<file path="config.mk">
export PLATFORM = sky130hd
export DESIGN_NAME = i2c_master_byte_engine_core
export DESIGN_NICKNAME = d
export VERILOG_FILES = /design/src/design/i2cm_pkg.sv /design/src/design/i2c_master_byte_engine_core.sv /design/src/design/i2cm_step.sv
export SDC_FILE = /design/constraint.sdc
export NUM_CORES = 1
export LEC_CHECK = 0
export ABC_AREA = 1
export CAP_MARGIN = 15
export CORE_AREA = 2 2 120 122
export DETAILED_ROUTE_END_ITERATION = 12
export DIE_AREA = 0 0 122 124
export DONT_BUFFER_PORTS = 1
export SLEW_MARGIN = 15
export SYNTH_ARGS = -nofsm -noshare
export SYNTH_HDL_FRONTEND = slang
export SYNTH_SLANG_ARGS = --single-unit
</file>
<file path="constraint.sdc">
create_clock -name clk -period 3.7 [get_ports clk]
set_input_delay 0.185 -clock clk [delete_from_list [all_inputs] [get_ports clk]]
set_output_delay 0.185 -clock clk [all_outputs]
set_load 0.005 [all_outputs]
</file>
<file path="src/design/i2cm_pkg.sv">
// ---------------------------------------------------------------------------
// i2cm_pkg
// Shared types and codes for the I2C master byte engine: command kinds,
// sequencer phases, register indexes, engine state and result layout.
// ---------------------------------------------------------------------------
package i2cm_pkg;

  localparam int TIMER_WIDTH_DEF = 16;
  localparam int UNIT_W          = 16;
  localparam int TOUT_W          = 8;
  localparam int KIND_W          = 3;
  localparam int PHASE_W         = 4;
  localparam int IN_DATA_W       = 16;
  localparam int OUT_DATA_W      = 16;
  localparam int CFG_ADDR_W      = 1;

  localparam logic [UNIT_W-1:0] UNIT_TICKS_RST  = 16'd168;
  localparam logic [TOUT_W-1:0] ACK_TIMEOUT_RST = 8'd250;

  localparam logic [CFG_ADDR_W-1:0] CFG_UNIT_TICKS  = 1'b0;
  localparam logic [CFG_ADDR_W-1:0] CFG_ACK_TIMEOUT = 1'b1;

  localparam logic [KIND_W-1:0] KIND_TICK  = 3'd0;
  localparam logic [KIND_W-1:0] KIND_START = 3'd1;
  localparam logic [KIND_W-1:0] KIND_STOP  = 3'd2;
  localparam logic [KIND_W-1:0] KIND_WRITE = 3'd3;
  localparam logic [KIND_W-1:0] KIND_READ  = 3'd4;

  localparam logic [PHASE_W-1:0] PH_IDLE    = 4'd0;
  localparam logic [PHASE_W-1:0] PH_ST_A    = 4'd1;
  localparam logic [PHASE_W-1:0] PH_ST_B    = 4'd2;
  localparam logic [PHASE_W-1:0] PH_SP_A    = 4'd3;
  localparam logic [PHASE_W-1:0] PH_SP_B    = 4'd4;
  localparam logic [PHASE_W-1:0] PH_WR_SET  = 4'd5;
  localparam logic [PHASE_W-1:0] PH_WR_LOW  = 4'd6;
  localparam logic [PHASE_W-1:0] PH_WR_HIGH = 4'd7;
  localparam logic [PHASE_W-1:0] PH_AK_LOW  = 4'd8;
  localparam logic [PHASE_W-1:0] PH_AK_DLY  = 4'd9;
  localparam logic [PHASE_W-1:0] PH_AK_POLL = 4'd10;
  localparam logic [PHASE_W-1:0] PH_RD_LOW  = 4'd11;
  localparam logic [PHASE_W-1:0] PH_RD_HIGH = 4'd12;
  localparam logic [PHASE_W-1:0] PH_RA_SET  = 4'd13;
  localparam logic [PHASE_W-1:0] PH_RA_HIGH = 4'd14;

  typedef struct packed {
    logic [PHASE_W-1:0] phase;
    logic [3:0]         bit_index;
    logic [7:0]         shift_data;
    logic [TOUT_W-1:0]  ack_wait;
    logic               scl;
    logic               sda;
    logic               sda_rel;
    logic [1:0]         units_left;
    logic               ack_choice;
    logic               err_pending;
    logic [7:0]         rx_hold;
  } i2cm_state_t;

  // Packed MSB first: scl_out lands in bit 0
  typedef struct packed {
    logic       cmd_rejected;
    logic       ack_error;
    logic [7:0] rx_byte;
    logic       done_res;
    logic       busy_res;
    logic       sda_released;
    logic       sda_out;
    logic       scl_out;
  } i2cm_result_t;

  localparam i2cm_state_t STATE_RST = '0;

endpackage

</file>
<file path="src/design/i2c_master_byte_engine_core.sv">
// ---------------------------------------------------------------------------
// i2c_master_byte_engine_core
// I2C master line sequencer with start, stop, write byte and read byte.
// ---------------------------------------------------------------------------
// Usage:
//   Requests enter on the in_ stream: in_tuser carries the kind (tick,
//   start, stop, write byte, read byte), in_tdata the byte to send, the
//   ACK choice for reads and the sampled SDA level. Bus time advances only
//   on tick requests; one delay unit is unit_ticks ticks (zero acts as one).
//   Every request yields exactly one result on the out_ stream with the
//   SCL/SDA levels to drive, busy/done flags, the last received byte and
//   the ack error and reject flags.
//   The result is registered: out_tvalid rises in the cycle after
//   acceptance. One request is taken per cycle while out_tready is high.
//   The engine state and the result register are updated together from the
//   accepted request, so the rate is set by that single register stage.
//   The cfg_ port writes unit_ticks (index 0) and ack_timeout (index 1);
//   write them only while the engine is idle.
//   Reset (rst_n low, synchronous) returns the engine to idle with both
//   lines driven low and restores the register defaults.
//   While out_tready is low a pending result is held and in_tready drops,
//   so no request is lost.
// ---------------------------------------------------------------------------
module i2c_master_byte_engine_core #(
  parameter int TIMER_WIDTH = i2cm_pkg::TIMER_WIDTH_DEF
) (
  input  logic                                clk,
  input  logic                                rst_n,
  input  logic                                in_tvalid,
  output logic                                in_tready,
  // [7:0] tx_byte, [8] send_ack, [9] sda_in, [15:10] zero
  input  logic [i2cm_pkg::IN_DATA_W-1:0]      in_tdata,
  // [2:0] kind
  input  logic [i2cm_pkg::KIND_W-1:0]         in_tuser,
  output logic                                out_tvalid,
  input  logic                                out_tready,
  // [0] scl_out, [1] sda_out, [2] sda_released, [3] busy_res, [4] done_res,
  // [12:5] rx_byte, [13] ack_error, [14] cmd_rejected, [15] zero
  output logic [i2cm_pkg::OUT_DATA_W-1:0]     out_tdata,
  input  logic                                cfg_we,
  input  logic [i2cm_pkg::CFG_ADDR_W-1:0]     cfg_addr,
  input  logic [i2cm_pkg::UNIT_W-1:0]         cfg_wdata
);
  import i2cm_pkg::*;

  i2cm_state_t             st_r;
  i2cm_state_t             st_nxt;
  logic [TIMER_WIDTH-1:0]  tmr_r;
  logic [TIMER_WIDTH-1:0]  tmr_nxt;
  logic [UNIT_W-1:0]       unit_ticks_r;
  logic [TOUT_W-1:0]       ack_timeout_r;
  i2cm_result_t            res;
  i2cm_result_t            res_r;
  logic                    out_valid_r;
  logic                    in_acc;

  assign in_tready  = ~out_valid_r | out_tready;
  assign in_acc     = in_tvalid & in_tready;
  assign out_tvalid = out_valid_r;
  assign out_tdata  = {{(OUT_DATA_W - $bits(i2cm_result_t)){1'b0}}, res_r};

  i2cm_step #(
    .TIMER_WIDTH (TIMER_WIDTH)
  ) u_step (
    .st          (st_r),
    .tmr         (tmr_r),
    .unit_ticks  (unit_ticks_r),
    .ack_timeout (ack_timeout_r),
    .kind        (in_tuser),
    .tx_byte     (in_tdata[7:0]),
    .send_ack    (in_tdata[8]),
    .sda_in      (in_tdata[9]),
    .st_nxt      (st_nxt),
    .tmr_nxt     (tmr_nxt),
    .res         (res)
  );

  always_ff @(posedge clk) begin
    if (!rst_n) begin
      unit_ticks_r  <= UNIT_TICKS_RST;
      ack_timeout_r <= ACK_TIMEOUT_RST;
    end else if (cfg_we) begin
      case (cfg_addr)
        CFG_UNIT_TICKS:  unit_ticks_r  <= cfg_wdata;
        CFG_ACK_TIMEOUT: ack_timeout_r <= cfg_wdata[TOUT_W-1:0];
        default: ;
      endcase
    end
  end

  always_ff @(posedge clk) begin
    if (!rst_n) begin
      st_r        <= STATE_RST;
      tmr_r       <= '0;
      out_valid_r <= 1'b0;
    end else begin
      if (in_acc) begin
        st_r        <= st_nxt;
        tmr_r       <= tmr_nxt;
        out_valid_r <= 1'b1;
      end else if (out_tready) begin
        out_valid_r <= 1'b0;
      end
    end
  end

  always_ff @(posedge clk) begin
    if (in_acc) begin
      res_r <= res;
    end
  end

`ifndef SYNTHESIS
  a_busy_tracks_phase: assert property (@(posedge clk) disable iff (!rst_n)
    in_acc |=> (res_r.busy_res == (st_r.phase != PH_IDLE)))
    else $error("busy flag disagrees with sequencer phase");

  a_reject_while_busy: assert property (@(posedge clk) disable iff (!rst_n)
    out_valid_r && res_r.cmd_rejected |-> res_r.busy_res && !res_r.done_res)
    else $error("reject reported while idle or finishing");

  a_ack_error_done: assert property (@(posedge clk) disable iff (!rst_n)
    out_valid_r && res_r.ack_error |-> res_r.done_res && !res_r.busy_res)
    else $error("ack error without completed stop");

  a_units_bound: assert property (@(posedge clk) disable iff (!rst_n)
    st_r.units_left != 2'd3)
    else $error("unit count out of range");

  a_idle_no_wait: assert property (@(posedge clk) disable iff (!rst_n)
    (st_r.phase == PH_IDLE) |-> (st_r.units_left == 2'd0) && (tmr_r == '0))
    else $error("idle engine holds pending wait");
`endif

endmodule

</file>
<file path="src/design/i2cm_step.sv">
// ---------------------------------------------------------------------------
// i2cm_step
// Next-state logic of the line sequencer: applies one request (tick or
// command) to the engine state and forms the result of that request.
// ---------------------------------------------------------------------------
module i2cm_step #(
  parameter int TIMER_WIDTH = i2cm_pkg::TIMER_WIDTH_DEF
) (
  input  i2cm_pkg::i2cm_state_t            st,
  input  logic [TIMER_WIDTH-1:0]           tmr,
  input  logic [i2cm_pkg::UNIT_W-1:0]      unit_ticks,
  input  logic [i2cm_pkg::TOUT_W-1:0]      ack_timeout,
  input  logic [i2cm_pkg::KIND_W-1:0]      kind,
  input  logic [7:0]                       tx_byte,
  input  logic                             send_ack,
  input  logic                             sda_in,
  output i2cm_pkg::i2cm_state_t            st_nxt,
  output logic [TIMER_WIDTH-1:0]           tmr_nxt,
  output i2cm_pkg::i2cm_result_t           res
);
  import i2cm_pkg::*;

  localparam int CW = ((TIMER_WIDTH > UNIT_W) ? TIMER_WIDTH : UNIT_W) + 1;

  logic [UNIT_W-1:0] eff;
  logic [CW-1:0]     cnt_inc;
  logic              unit_end;
  logic              elapsed;
  logic              done;
  logic              aerr;
  logic              rej;
  logic [3:0]        bit_inc;

  assign eff      = (unit_ticks == '0) ? UNIT_W'(1) : unit_ticks;
  assign cnt_inc  = CW'(tmr) + CW'(1);
  assign unit_end = (cnt_inc >= CW'(eff)) || (tmr == '1);
  assign bit_inc  = st.bit_index + 4'd1;

  always_comb begin
    st_nxt  = st;
    tmr_nxt = tmr;
    done    = 1'b0;
    aerr    = 1'b0;
    rej     = 1'b0;
    elapsed = 1'b0;
    if (kind inside {KIND_START, KIND_STOP, KIND_WRITE, KIND_READ}) begin
      if (st.phase != PH_IDLE) begin
        rej = 1'b1;
      end else begin
        tmr_nxt = '0;
        case (kind)
          KIND_START: begin
            st_nxt.sda_rel    = 1'b0;
            st_nxt.sda        = 1'b1;
            st_nxt.scl        = 1'b1;
            st_nxt.phase      = PH_ST_A;
            st_nxt.units_left = 2'd1;
          end
          KIND_STOP: begin
            st_nxt.err_pending = 1'b0;
            st_nxt.sda_rel     = 1'b0;
            st_nxt.scl         = 1'b0;
            st_nxt.sda         = 1'b0;
            st_nxt.phase       = PH_SP_A;
            st_nxt.units_left  = 2'd1;
          end
          KIND_WRITE: begin
            st_nxt.sda_rel    = 1'b0;
            st_nxt.scl        = 1'b0;
            st_nxt.shift_data = tx_byte;
            st_nxt.bit_index  = 4'd0;
            st_nxt.phase      = PH_WR_SET;
            st_nxt.units_left = 2'd1;
          end
          default: begin
            st_nxt.sda_rel    = 1'b1;
            st_nxt.scl        = 1'b0;
            st_nxt.shift_data = 8'd0;
            st_nxt.bit_index  = 4'd0;
            st_nxt.ack_choice = send_ack;
            st_nxt.phase      = PH_RD_LOW;
            st_nxt.units_left = 2'd2;
          end
        endcase
      end
    end else if (kind == KIND_TICK && st.phase != PH_IDLE) begin
      if (st.phase == PH_AK_POLL) begin
        if (!sda_in) begin
          st_nxt.scl        = 1'b0;
          st_nxt.phase      = PH_IDLE;
          st_nxt.units_left = 2'd0;
          tmr_nxt           = '0;
          done              = 1'b1;
        end else if (st.ack_wait >= ack_timeout) begin
          st_nxt.err_pending = 1'b1;
          st_nxt.sda_rel     = 1'b0;
          st_nxt.scl         = 1'b0;
          st_nxt.sda         = 1'b0;
          st_nxt.phase       = PH_SP_A;
          st_nxt.units_left  = 2'd1;
          tmr_nxt            = '0;
        end else begin
          st_nxt.ack_wait = st.ack_wait + TOUT_W'(1);
        end
      end else begin
        if (st.units_left == 2'd0) begin
          elapsed = 1'b1;
        end else if (unit_end) begin
          tmr_nxt           = '0;
          st_nxt.units_left = st.units_left - 2'd1;
          elapsed           = (st.units_left == 2'd1);
        end else begin
          tmr_nxt = tmr + TIMER_WIDTH'(1);
        end
        if (elapsed) begin
          tmr_nxt           = '0;
          st_nxt.units_left = 2'd1;
          case (st.phase)
            PH_ST_A: begin
              st_nxt.sda   = 1'b0;
              st_nxt.phase = PH_ST_B;
            end
            PH_ST_B: begin
              st_nxt.scl        = 1'b0;
              st_nxt.phase      = PH_IDLE;
              st_nxt.units_left = 2'd0;
              done              = 1'b1;
            end
            PH_SP_A: begin
              st_nxt.scl   = 1'b1;
              st_nxt.phase = PH_SP_B;
            end
            PH_SP_B: begin
              st_nxt.sda         = 1'b1;
              st_nxt.phase       = PH_IDLE;
              st_nxt.units_left  = 2'd0;
              done               = 1'b1;
              aerr               = st.err_pending;
              st_nxt.err_pending = 1'b0;
            end
            PH_WR_SET: begin
              st_nxt.sda        = st.shift_data[7];
              st_nxt.shift_data = {st.shift_data[6:0], 1'b0};
              st_nxt.phase      = PH_WR_LOW;
            end
            PH_WR_LOW: begin
              st_nxt.scl   = 1'b1;
              st_nxt.phase = PH_WR_HIGH;
            end
            PH_WR_HIGH: begin
              st_nxt.scl       = 1'b0;
              st_nxt.bit_index = bit_inc;
              if (bit_inc < 4'd8) begin
                st_nxt.sda        = st.shift_data[7];
                st_nxt.shift_data = {st.shift_data[6:0], 1'b0};
                st_nxt.phase      = PH_WR_LOW;
              end else begin
                st_nxt.sda_rel = 1'b1;
                st_nxt.phase   = PH_AK_LOW;
              end
            end
            PH_AK_LOW: begin
              st_nxt.scl   = 1'b1;
              st_nxt.phase = PH_AK_DLY;
            end
            PH_AK_DLY: begin
              st_nxt.ack_wait   = '0;
              st_nxt.phase      = PH_AK_POLL;
              st_nxt.units_left = 2'd0;
            end
            PH_RD_LOW: begin
              st_nxt.scl        = 1'b1;
              st_nxt.shift_data = {st.shift_data[6:0], sda_in};
              st_nxt.phase      = PH_RD_HIGH;
            end
            PH_RD_HIGH: begin
              st_nxt.bit_index = bit_inc;
              st_nxt.scl       = 1'b0;
              if (bit_inc < 4'd8) begin
                st_nxt.phase      = PH_RD_LOW;
                st_nxt.units_left = 2'd2;
              end else begin
                st_nxt.rx_hold    = st.shift_data;
                st_nxt.sda_rel    = 1'b0;
                st_nxt.sda        = ~st.ack_choice;
                st_nxt.phase      = PH_RA_SET;
                st_nxt.units_left = st.ack_choice ? 2'd1 : 2'd2;
              end
            end
            PH_RA_SET: begin
              st_nxt.scl        = 1'b1;
              st_nxt.phase      = PH_RA_HIGH;
              st_nxt.units_left = 2'd2;
            end
            PH_RA_HIGH: begin
              st_nxt.scl        = 1'b0;
              st_nxt.phase      = PH_IDLE;
              st_nxt.units_left = 2'd0;
              done              = 1'b1;
            end
            default: begin
              st_nxt.phase      = PH_IDLE;
              st_nxt.units_left = 2'd0;
            end
          endcase
        end
      end
    end
  end

  always_comb begin
    res.scl_out      = st_nxt.scl;
    res.sda_out      = st_nxt.sda;
    res.sda_released = st_nxt.sda_rel;
    res.busy_res     = (st_nxt.phase != PH_IDLE);
    res.done_res     = done;
    res.rx_byte      = st_nxt.rx_hold;
    res.ack_error    = aerr;
    res.cmd_rejected = rej;
  end

endmodule

</file>
==> metrics.md, run 1 <==
| Metric | Value |
|---|---|
| Result of the run | `finished, violations left` |
| Violated checks | `hold timing` |
| Total cell area at the placement stage | `6090 µm²` |
| Number of antenna violations at the first check in global routing | `0` |
| GRT Resource Usage Total | `0.210` |
| Final count of pins violating max slew | `0` |
| Final HPWL DP | `11.2 mm` |
| Post-route worst hold slack | `-0.00867 ns` |
| Reg2reg setup slack | `0.31 ns` |
| Horizontal die dimension | `122 µm` |
| Final cell area excluding filler cells | `6540 µm²` |
| Number of nets with antenna violations after detailed routing | `0` |
| Site row count | `43` |
| Via-per-instance ratio | `5.31` |
| Post-synthesis instance area | `5940 µm²` |
| Final hold violation count | `1` |
| CTS tree | `built` |
| Min Tclk post-route | `3.39 ns` |
| Final GP Congestion | `0.943` |
| Number of clock buffers inserted by TritonCTS | `9` |
| Share of the clock period used by the worst path after layout | `0.917` |
| Sequential-to-total area share from yosys stat | `0.345` |
| Vias in the first global route | `5167` |
| Final setup viols | `0` |
| Post-layout net count | `904` |
| Peak clock frequency supported by timing | `0.295 GHz` |
| Clock net sink count | `95` |
| Overall die height | `124 µm` |
| Maximum level of the CTS H-tree | `3` |
| Number of design rule violations left after detail routing | `0` |
| Path type of the worst setup path | `reg2reg` |
| Total die area | `15100 µm²` |
| Crit path capture type | `flop` |
| Ports placed on the boundary | `59` |
| Routed wire per std cell | `15.1 µm` |
| Clk Tree Root Cell | `sky130_fd_sc_hd__clkbuf_16` |
| P&R area growth vs syn | `10.1%` |
| Count of routing violations after the opening detailed-route iteration | `366` |
| Fraction of registers with async set/reset | `0` |
| Setup clock skew after layout | `0.0128 ns` |
| Port Buffer Count | `0` |
| Clk slew on worst S/H paths | `0.07 ns` |
| Data arrival time of the critical path | `3.64 ns` |
| Total via count in the routed design | `5406` |
| Worst-path maximum fanout | `9` |
| Highest ir drop seen on vdd | `0.246 mV` |
| Core occupancy in the finished layout | `0.477` |
| Post-synth net total | `896` |
| Distinct cell type count of the synthesized netlist | `52` |
| Share of cells above drive strength 1 | `0.135` |
| Primary FF master, synth | `sky130_fd_sc_hd__dfxtp_1` |
| 1st-pass router iterations | `7` |
| Worst min-delay path class | `in2reg` |
| Buffer levels on the longest clock path | `2` |
| EDFF count, synth | `15` |
| Required @ worst endpoint | `3.94 ns` |
| Post-detailed-routing wire length | `15.4 mm` |
| Static Leak | `2.83 nW` |
| Nature of the critical path startpoint | `flop` |
| Global-route wire length before repair | `24.8 mm` |
| Initial core utilization | `0.433` |
| Number of standard cells after synthesis | `826` |
| Max-capacitance violation count | `0` |
| Floorplan core area | `13700 µm²` |
| Clock insertion delay at the later pin of the skew report | `0.35 ns` |
| Mean instance size in the synthesized netlist | `7.19 µm²` |
| Leftover overflow at the end of global routing | `0` |
| Final antenna diode count | `0` |
| Worst slew margin relative to its limit | `0.476` |
| Number of warnings printed during yosys synthesis | `0` |
| Largest net degree at the start of global routing | `36` |
| Power density of the placed cells | `385 nW/µm²` |
| Tightest Pin Transition | `0.785 ns` |
| Total Power Consumption | `2.52 mW` |
| Flip-flop and latch count after synthesis | `95` |
## critical path: stages, from the launching register on
cell and delay, ns:
sky130_fd_sc_hd__dfxtp_2 0.38, sky130_fd_sc_hd__ha_1 0.21, sky130_fd_sc_hd__nand2_2 0.09, sky130_fd_sc_hd__nor2_4 0.12, sky130_fd_sc_hd__nand2_1 0.10, sky130_fd_sc_hd__inv_1 0.09
sky130_fd_sc_hd__nand2_1 0.07, sky130_fd_sc_hd__nor3_1 0.18, sky130_fd_sc_hd__xor2_1 0.23, sky130_fd_sc_hd__ha_1 0.28, sky130_fd_sc_hd__a21o_1 0.16, sky130_fd_sc_hd__a21oi_1 0.12
sky130_fd_sc_hd__nand3_1 0.11, sky130_fd_sc_hd__nor2_2 0.12, sky130_fd_sc_hd__nand2_2 0.10, sky130_fd_sc_hd__nand2_4 0.08, sky130_fd_sc_hd__buf_4 0.20, sky130_fd_sc_hd__nand3_2 0.12
sky130_fd_sc_hd__nand2_2 0.11, sky130_fd_sc_hd__nor2_4 0.06, sky130_fd_sc_hd__buf_4 0.15, sky130_fd_sc_hd__o21ai_0 0.14, sky130_fd_sc_hd__nor2_1 0.06
## sequential cells by signal, summed over array words and instances (netlist names)
name,cells
unit_ticks_r,16
st_r,39
tmr_r,16
ack_timeout_r,8
out_tdata,15
out_tvalid,1
## per-layer routing
metal | share of wire | vias to the layer above | track usage
met1 | 0.46 | 2492 | 0.256
li1 | - | 2726 | -
met3 | 0.051 | 29 | 0.0467
met2 | 0.47 | 159 | 0.356
met5 | 0 | - | 0
met4 | 0.024 | 0 | 0.0927
## cell families after synthesis
kind of cell	synth area share
fa+ha+maj	0.0611
compound gates	0.164
flops	0.345
buf+inv	0.0998
xor+xnor	0.0221
simple gates	0.306
other cells	0.000631
## metrics by stage
step / setup TNS, ns / setup WS, ns / std cells
detailed placement: 0 / 0.223 / 991
CTS: 0 / 0.204 / 1016
global route: -0.0391 / -0.0168 / 1019
floorplan: 0 / 0.614 / 826
global placement: 0 / 0.261 / 991
finish: 0 / 0.306 / 1019
## final cells by class
| type | instances | area [µm²] |
|---|---|---|
| Clock buffer | 10 | 239 |
| Clock inverter | 6 | 67.6 |
| Fill cell | 1393 | 7180 |
| Inverter | 118 | 450 |
| Multi-Input combinational cell | 589 | 3310 |
| Sequential cell | 95 | 2050 |
| Tap cell | 180 | 225 |
| Timing Repair Buffer | 21 | 190 |
## worst paths after layout
path                                                       to             startpoint  cells past startpoint
worst max-delay path                    st_r[27]$_SDFFE_PN0P_  tmr_r[0]$_SDFFE_PN0P_                     22
worst min-delay path            ack_timeout_r[0]$_SDFFE_PN0P_                  rst_n                      2
worst max register to register          st_r[27]$_SDFFE_PN0P_  tmr_r[0]$_SDFFE_PN0P_                     22
worst min register to register           st_r[9]$_SDFFE_PN0P_   st_r[9]$_SDFFE_PN0P_                      2
## cells in the final DEF, fill, tap and decap left out, types with 29 or more instances in the layout
cell type,n
sky130_fd_sc_hd__nand2_1,156
sky130_fd_sc_hd__inv_1,106
sky130_fd_sc_hd__nor2_1,102
sky130_fd_sc_hd__dfxtp_1,79
sky130_fd_sc_hd__a21oi_1,56
sky130_fd_sc_hd__o21ai_0,53
sky130_fd_sc_hd__nand3_1,41
sky130_fd_sc_hd__ha_1,29
## report_power, final
group,switching (mW),internal (mW),total [mW]
Clock,0.426,0.548,0.974
Combinational,0.275,0.126,0.401
Sequential,0.0348,1.11,1.14
## synthesized netlist by cell type, types with 15 or more instances
| cell type | instances | area share |
|---|---|---|
| sky130_fd_sc_hd__nand4_1 | 15 | 0.016 |
| sky130_fd_sc_hd__dfxtp_1 | 80 | 0.27 |
| sky130_fd_sc_hd__nand3_1 | 42 | 0.035 |
| sky130_fd_sc_hd__ha_1 | 29 | 0.061 |
| sky130_fd_sc_hd__nand2_1 | 157 | 0.099 |
| sky130_fd_sc_hd__o21ai_0 | 53 | 0.045 |
| sky130_fd_sc_hd__nor2_1 | 102 | 0.064 |
| sky130_fd_sc_hd__inv_1 | 106 | 0.067 |
| sky130_fd_sc_hd__a21oi_1 | 56 | 0.047 |
| sky130_fd_sc_hd__edfxtp_1 | 15 | 0.076 |
| sky130_fd_sc_hd__o211ai_1 | 15 | 0.019 |
## repair_timing
item                       in CTS  in global routing
setup endpoints to repair       0                 53
gates resized for setup         0                  5
setup buffers                   0                  3
hold endpoints to repair       35                  0
hold buffers                    9                  0
Power figures use the tool's default switching activity.
==> run 2, diff against run 1 <==
GPL_TIMING_DRIVEN = 0   (was default)
==> run 2 against run 1 <==
Compared with the run above: the run now ends clean; global-route usage is 0.17 points lower; clock-buffer cell count is 1 lower; clock power is 2.3% higher; cell count is 1.4% higher.
==> metrics.md, run 2 (synthesized netlist as in run 1, its figures left out) <==
| Metric | Value |
|---|---|
| P&R area growth vs syn | `11.4%` |
| Final antenna diode count | `0 (unchanged)` |
| Overall die height | `124 µm (unchanged)` |
| Site row count | `43 (unchanged)` |
| Leading cell types in the layout, fill and taps excluded | `sky130_fd_sc_hd__nand2_1 (155), sky130_fd_sc_hd__inv_1 (106), sky130_fd_sc_hd__nor2_1 (102), sky130_fd_sc_hd__dfxtp_1 (79), sky130_fd_sc_hd__a21oi_1 (56)` |
| Highest ir drop seen on vdd | `0.219 mV (-11%)` |
| Tightest Pin Transition | `0.770 ns (-0.0154 ns)` |
| Total via count in the routed design | `5336 (-1.3%)` |
| Nature of the critical path startpoint | `flop` |
| Unrepaired setup endpoints after global routing | `no` |
| Maximum level of the CTS H-tree | `3 (unchanged)` |
| Most common cell after layout, fill and taps aside | `sky130_fd_sc_hd__nand2_1` |
| Static Leak | `2.83 nW (about the same)` |
| CTS tree | `built` |
| Required @ worst endpoint | `3.81 ns (-0.13 ns)` |
| Number of nets with antenna violations after detailed routing | `0 (unchanged)` |
| Final count of pins violating max slew | `0 (unchanged)` |
| Number of design rule violations left after detail routing | `0 (unchanged)` |
| Largest net degree at the start of global routing | `25 (-31%)` |
| Worst min-delay path class | `in2reg` |
| Share of the clock period used by the worst path after layout | `0.916 (-0.00116)` |
| Count of routing violations after the opening detailed-route iteration | `470 (+28%)` |
| Horizontal die dimension | `122 µm (unchanged)` |
| Number of fillers in the final layout | `1406 (+0.93%)` |
| Global-route wire length before repair | `24.5 mm (-1.4%)` |
| Seq. cell area | `2050 µm² (unchanged)` |
| Setup Total Neg Slack | `0 ns (unchanged)` |
| Post-layout net count | `918 (+1.5%)` |
| Power density of the placed cells | `385 nW/µm² (about the same)` |
| Register name with the most flops | `st_r` |
| Total die area | `15100 µm² (unchanged)` |
| Vias in the first global route | `4924 (-4.7%)` |
| Min Tclk post-route | `3.39 ns (-0.00428 ns)` |
| Leftover overflow at the end of global routing | `0 (unchanged)` |
| Clock insertion delay at the later pin of the skew report | `0.36 ns (about the same)` |
| Floorplan core area | `13700 µm² (unchanged)` |
| Path type of the worst setup path | `reg2reg` |
| Worst slew margin relative to its limit | `0.487 (+0.0108)` |
| Result of the run | `finished, final reports clean` |
| Clk slew on worst S/H paths | `0.08 ns (about the same)` |
| Ports placed on the boundary | `59 (unchanged)` |
| Final hold violation count | `0 (-1)` |
| Port Buffer Count | `0 (unchanged)` |
| GRT Resource Usage Total | `0.208 (-0.00172)` |
| Worst-path maximum fanout | `10 (+1)` |
| Max-capacitance violation count | `0 (unchanged)` |
| Routed wire per std cell | `14.7 µm (-2.5%)` |
| Number of cells after detailed placement | `1006 (+1.5%)` |
| Number of clock buffers inserted by TritonCTS | `9 (unchanged)` |
| Final GP Congestion | `0.985 (+4.5%)` |
| Peak clock frequency supported by timing | `0.295 GHz (+0.13%)` |
| Number of antenna violations at the first check in global routing | `0 (unchanged)` |
| Final Instance Count excl. Fillers | `1033 (+1.4%)` |
| Final HPWL DP | `11.4 mm (+1.6%)` |
| Final setup viols | `0 (unchanged)` |
| Initial core utilization | `0.433 (unchanged)` |
| Setup clock skew after layout | `0.00883 ns (-0.00399 ns)` |
| Share of cells above drive strength 1 | `0.135 (about the same)` |
| Post-detailed-routing wire length | `15.2 mm (-1.1%)` |
| Buffer levels on the longest clock path | `2 (unchanged)` |
| 1st-pass router iterations | `5 (-2)` |
| Total Power Consumption | `2.55 mW (+1.2%)` |
| Largest registers | `st_r (39), tmr_r (16), unit_ticks_r (16)` |
| Clk Tree Root Cell | `sky130_fd_sc_hd__clkbuf_16` |
| Crit path capture type | `flop` |
| Footprint of the multi-input gates | `3330 µm² (+0.34%)` |
| Via-per-instance ratio | `5.17 (-2.6%)` |
| Data arrival time of the critical path | `3.50 ns (-0.14 ns)` |
| Flip-flop count of the largest register after layout | `39 (unchanged)` |
| Clock net sink count | `95 (unchanged)` |
-- run 2: cell types whose count changed in the layout (fill, tap and decap cells not counted), moves of 2 or more --
cell,previous run,this run
sky130_fd_sc_hd__buf_4,12,7
sky130_fd_sc_hd__inv_6,1,3
sky130_fd_sc_hd__clkbuf_1,0,13
sky130_fd_sc_hd__buf_2,0,2
-- run 2: repair_timing --
action | 4_1_cts | 5_1_grt
endpoints found under the hold margin | 11 | 0
endpoints found under the setup margin | 1 | 53
gates resized for setup | 1 | 6
pin swaps | 0 | 2
setup buffers | 0 | 3
hold buffers | 8 | 0
-- run 2: worst paths after layout --
| kind | startpoint | end | slack, ns | cells after the start |
|---|---|---|---|---|
| worst max-delay path | tmr_r[0]$_SDFFE_PN0P_ | out_tdata[3]$_DFFE_PP_ | 0.31 | 21 |
| worst min-delay path | cfg_wdata[9] | unit_ticks_r[9]$_SDFFE_PN0P_ | 0.02 | 2 |
| worst max register to register | tmr_r[0]$_SDFFE_PN0P_ | out_tdata[3]$_DFFE_PP_ | 0.31 | 21 |
| worst min register to register | ack_timeout_r[2]$_SDFFE_PN0P_ | ack_timeout_r[2]$_SDFFE_PN0P_ | 0.48 | 2 |
-- run 2: report_power, final --
part	total, mW	leakage [nW]	internal [mW]	switching (mW)
sequential	1.14	0.804	1.11	0.0309
clock	0.996	0.150	0.539	0.457
combinational	0.414	1.87	0.131	0.282
total	2.55	2.83	1.78	0.770
-- run 2: per-stage QoR --
step / worst slack, ns / cell area (µm²) / utilization / hold WS, ns
3_5_place_dp: 0.0427 / 6170 / 0.450 / 0.324
3_3_place_gp: 0.0229 / 6170 / 0.449 / 0.319
2_1_floorplan: 0.614 / 5940 / - / 0.315
6_report: 0.311 / 6620 / 0.482 / 0.0248
5_1_grt: 0.0308 / 6620 / 0.482 / 0.0383
4_1_cts: 0.0464 / 6570 / 0.479 / 0.0139
-- run 2: final cells by class --
cell class	instances	share of cell area
Clock buffer	9	0.0340
Buffer	24	0.0218
Sequential cell	95	0.310
Tap cell	180	0.0340
Clock inverter	7	0.0134
Timing Repair Buffer	11	0.0155
Inverter	118	0.0681
Multi-Input combinational cell	589	0.503
-- run 2: layer usage --
metal	share of wire	GRT usage	up-vias
met5	0	0	-
met4	0.017	0.0625	0
met3	0.046	0.0385	22
met2	0.46	0.347	149
met1	0.47	0.276	2402
li1	-	-	2763
-- run 2: worst max-delay path, cell delays in order (launching register included) --
cell                      delay, ns
sky130_fd_sc_hd__dfxtp_2       0.38
sky130_fd_sc_hd__ha_1          0.20
sky130_fd_sc_hd__nand2_2       0.09
sky130_fd_sc_hd__nor2_4        0.16
sky130_fd_sc_hd__nand2_1       0.11
sky130_fd_sc_hd__inv_1         0.08
sky130_fd_sc_hd__nand2_1       0.08
sky130_fd_sc_hd__nor3_2        0.14
sky130_fd_sc_hd__xor2_1        0.22
sky130_fd_sc_hd__ha_1          0.28
sky130_fd_sc_hd__a21o_1        0.16
sky130_fd_sc_hd__a21oi_1       0.12
sky130_fd_sc_hd__nand3_1       0.10
sky130_fd_sc_hd__nor2_2        0.12
sky130_fd_sc_hd__nand2_2       0.12
sky130_fd_sc_hd__nand2_8       0.12
sky130_fd_sc_hd__nand2_4       0.09
sky130_fd_sc_hd__buf_6         0.18
sky130_fd_sc_hd__nand2_1       0.06
sky130_fd_sc_hd__nand4_1       0.11
sky130_fd_sc_hd__nand2_2       0.13
sky130_fd_sc_hd__nand3_1       0.08
==> run 3, diff against run 2 <==
CTS_BUF_LIST = sky130_fd_sc_hd__clkbuf_8   (was default)
==> run 3 against run 2 <==
Compared with the run above: non-clock buffer count is 4 higher; sequential power about the same; design area is 0.81% lower; clock-buffer cell count is the same.
==> metrics.md, run 3 (synthesized netlist as in run 1, its figures left out) <==
| Metric | Value |
|---|---|
| Setup Total Neg Slack | `0 ns (unchanged)` |
| Maximum level of the CTS H-tree | `3 (unchanged)` |
| Min Tclk post-route | `3.42 ns (+0.0341 ns)` |
| Final GP Congestion | `0.985 (unchanged)` |
| Footprint of the multi-input gates | `3330 µm² (unchanged)` |
| Hold Path Sink | `unit_ticks_r[6]$_SDFFE_PN0P_` |
| Number of fillers in the final layout | `1410 (+0.28%)` |
| Number of design rule violations left after detail routing | `0 (unchanged)` |
| Logic depth of the worst register-to-register path | `21 (unchanged)` |
| Static Leak | `2.80 nW (-1.0%)` |
| Largest net degree at the start of global routing | `25 (unchanged)` |
| Most common cell after layout, fill and taps aside | `sky130_fd_sc_hd__nand2_1` |
| Vias in the first global route | `4910 (-0.28%)` |
| Final Instance Count excl. Fillers | `1037 (+0.39%)` |
| Post-layout net count | `922 (+0.44%)` |
| Worst slew margin relative to its limit | `0.477 (-0.00995)` |
| Worst flop-to-flop path startpoint | `tmr_r[0]$_SDFFE_PN0P_` |
| Power density of the placed cells | `352 nW/µm² (-8.5%)` |
| Number of antenna violations at the first check in global routing | `0 (unchanged)` |
| Data arrival time of the critical path | `3.57 ns (+0.07 ns)` |
| Buffer levels on the longest clock path | `2 (unchanged)` |
| GRT Resource Usage Total | `0.210 (+0.00185)` |
| Share of the clock period used by the worst path after layout | `0.925 (+0.00921)` |
| Final count of pins violating max slew | `0 (unchanged)` |
| Worst-case setup margin in the final layout | `0.277 ns (-0.0341 ns)` |
| Via-per-instance ratio | `5.13 (-0.61%)` |
| Total via count in the routed design | `5324 (-0.22%)` |
| Clk Tree Root Cell | `sky130_fd_sc_hd__clkbuf_8` |
| Reg2reg setup slack | `0.28 ns (-0.03 ns)` |
| Routed wire per std cell | `14.7 µm (-0.50%)` |
| Number of nets with antenna violations after detailed routing | `0 (unchanged)` |
| Peak clock frequency supported by timing | `0.292 GHz (-1.0%)` |
| Max stage delay cell, worst path | `sky130_fd_sc_hd__dfxtp_4` |
| Post-place setup slack | `0.0427 ns (unchanged)` |
| P&R area growth vs syn | `10.4%` |
| Register name with the most flops | `st_r` |
| Nature of the critical path startpoint | `flop` |
| Global-route wire length before repair | `24.6 mm (+0.31%)` |
| Largest registers | `st_r (39), tmr_r (16), unit_ticks_r (16)` |
| Leading cell types in the layout, fill and taps excluded | `sky130_fd_sc_hd__nand2_1 (155), sky130_fd_sc_hd__inv_1 (106), sky130_fd_sc_hd__nor2_1 (102), sky130_fd_sc_hd__dfxtp_1 (79), sky130_fd_sc_hd__a21oi_1 (56)` |
| Final hold violation count | `0 (unchanged)` |
| Setup clock skew after layout | `0.0130 ns (+0.00417 ns)` |
| Worst-path maximum fanout | `10 (unchanged)` |
| Leftover overflow at the end of global routing | `0 (unchanged)` |
| Final HPWL DP | `11.4 mm (unchanged)` |
| Number of cells after detailed placement | `1006 (unchanged)` |
| Clock net sink count | `95 (unchanged)` |
| Share of cells above drive strength 1 | `0.132 (-0.00296)` |
| Horizontal die dimension | `122 µm (unchanged)` |
| Post-detailed-routing wire length | `15.2 mm (-0.12%)` |
| Tightest Pin Transition | `0.785 ns (+0.0149 ns)` |
| Max-capacitance violation count | `0 (unchanged)` |
| CTS tree | `built` |
| Critical Path Max Stage Delay | `0.39 ns (about the same)` |
| Number of clock buffers inserted by TritonCTS | `9 (unchanged)` |
| Highest ir drop seen on vdd | `0.273 mV (+25%)` |
| Crit path cell chain | `ha_1, nand2_2, nor2_4, nand2_1, inv_1, nand2_1, nor3_2, xor2_1, ha_1, a21o_1, a21oi_1, nand3_1, nor2_2, nand2_2, nand2_8, nand2_4, buf_6, nand2_1, nand4_1, nand2_2, nand3_1` |
| Initial core utilization | `0.433 (unchanged)` |
| Overall die height | `124 µm (unchanged)` |
| Ports placed on the boundary | `59 (unchanged)` |
| Count of routing violations after the opening detailed-route iteration | `384 (-18%)` |
| 1st-pass router iterations | `5 (unchanged)` |
| Path type of the worst setup path | `reg2reg` |
| Seq. cell area | `2060 µm² (+0.12%)` |
| Clock insertion delay at the later pin of the skew report | `0.39 ns (+0.03 ns)` |
| Result of the run | `finished, final reports clean` |
| Hold Path Origin | `cfg_wdata[6]` |
| Post-route worst hold slack | `0.0117 ns (-0.0130 ns)` |
| Number of stages on the worst hold path | `2 (unchanged)` |
| Worst R2R End | `out_tdata[3]$_DFFE_PP_` |
| Total die area | `15100 µm² (unchanged)` |
| Flip-flop count of the largest register after layout | `39 (unchanged)` |
| Site row count | `43 (unchanged)` |
| Floorplan core area | `13700 µm² (unchanged)` |
| Port Buffer Count | `0 (unchanged)` |
| Clk slew on worst S/H paths | `0.11 ns (+0.03 ns)` |
| Required @ worst endpoint | `3.85 ns (+0.04 ns)` |
| Worst min-delay path class | `in2reg` |
| Final setup viols | `0 (unchanged)` |
| Crit path capture type | `flop` |
| Final antenna diode count | `0 (unchanged)` |
## run 3: cell types whose count changed in the layout (fill, tap and decap cells not counted), sizes merged
cell	previous run	this run
buf	13	11
dlygate4sd3	8	14
## run 3: how the worst max path moves through the flow
| stage | end | from | cells past startpoint |
|---|---|---|---|
| 4_1_cts | st_r[24]$_SDFFE_PN0P_ | tmr_r[0]$_SDFFE_PN0P_ | 20 |
| 5_1_grt | out_tdata[3]$_DFFE_PP_ | tmr_r[1]$_SDFFE_PN0P_ | 21 |
| 2_1_floorplan | out_tdata[3]$_DFFE_PP_ | tmr_r[0]$_SDFFE_PN0P_ | 21 |
| 3_3_place_gp | out_tdata[13]$_SDFFCE_PP0P_ | tmr_r[0]$_SDFFE_PN0P_ | 21 |
| 6_report | out_tdata[3]$_DFFE_PP_ | tmr_r[0]$_SDFFE_PN0P_ | 21 |
| 3_5_place_dp | out_tdata[13]$_SDFFCE_PP0P_ | tmr_r[0]$_SDFFE_PN0P_ | 21 |
## run 3: worst max-delay path, delay by kind of cell (launching register included)
kind / cells / cell delay, ns
xor+xnor: 1 / 0.24
flops: 1 / 0.39
compound gates: 2 / 0.28
fa+ha+maj: 2 / 0.47
buf+inv: 2 / 0.26
simple gates: 14 / 1.54
## run 3: repair_timing
item / CTS / global route
gates cloned: 0 / 0
pin swaps: 0 / 1
hold buffers: 14 / 0
endpoints found under the hold margin: 19 / 0
setup endpoints to repair: 1 / 53
setup buffers: 0 / 1
gates resized for setup: 1 / 7
## run 3: area by class of cell
| class | count | area share |
|---|---|---|
| multi-input combinational | 589 | 0.507 |
| sequential | 95 | 0.313 |
| inverter | 118 | 0.0686 |
| tap | 180 | 0.0343 |
| timing repair buffer | 15 | 0.0225 |
| buffer | 24 | 0.0219 |
| clock buffer | 9 | 0.0189 |
| clock inverter | 7 | 0.0135 |
## run 3: routing by layer
layer  track usage  vias to the layer above  routed length (µm)
met5             0                        -                   0
met4        0.0625                        0                 317
met3        0.0462                       23                 789
met2         0.348                      143                6970
met1         0.275                     2382                7110
li1              -                     2776                   -
## run 3: metrics by stage
step / utilization / instance area (µm²) / power [mW]
after floorplan: - / 5940 / 1.46
after global placement: 0.449 / 6170 / 1.56
after detailed placement: 0.450 / 6170 / 1.56
after CTS: 0.476 / 6530 / 2.33
after global routing: 0.478 / 6560 / 2.44
final: 0.478 / 6560 / 2.31
## run 3: report_power, final
part / internal [mW] / switching, mW
Clock: 0.327 / 0.429
Combinational: 0.135 / 0.283
Sequential: 1.11 / 0.0307
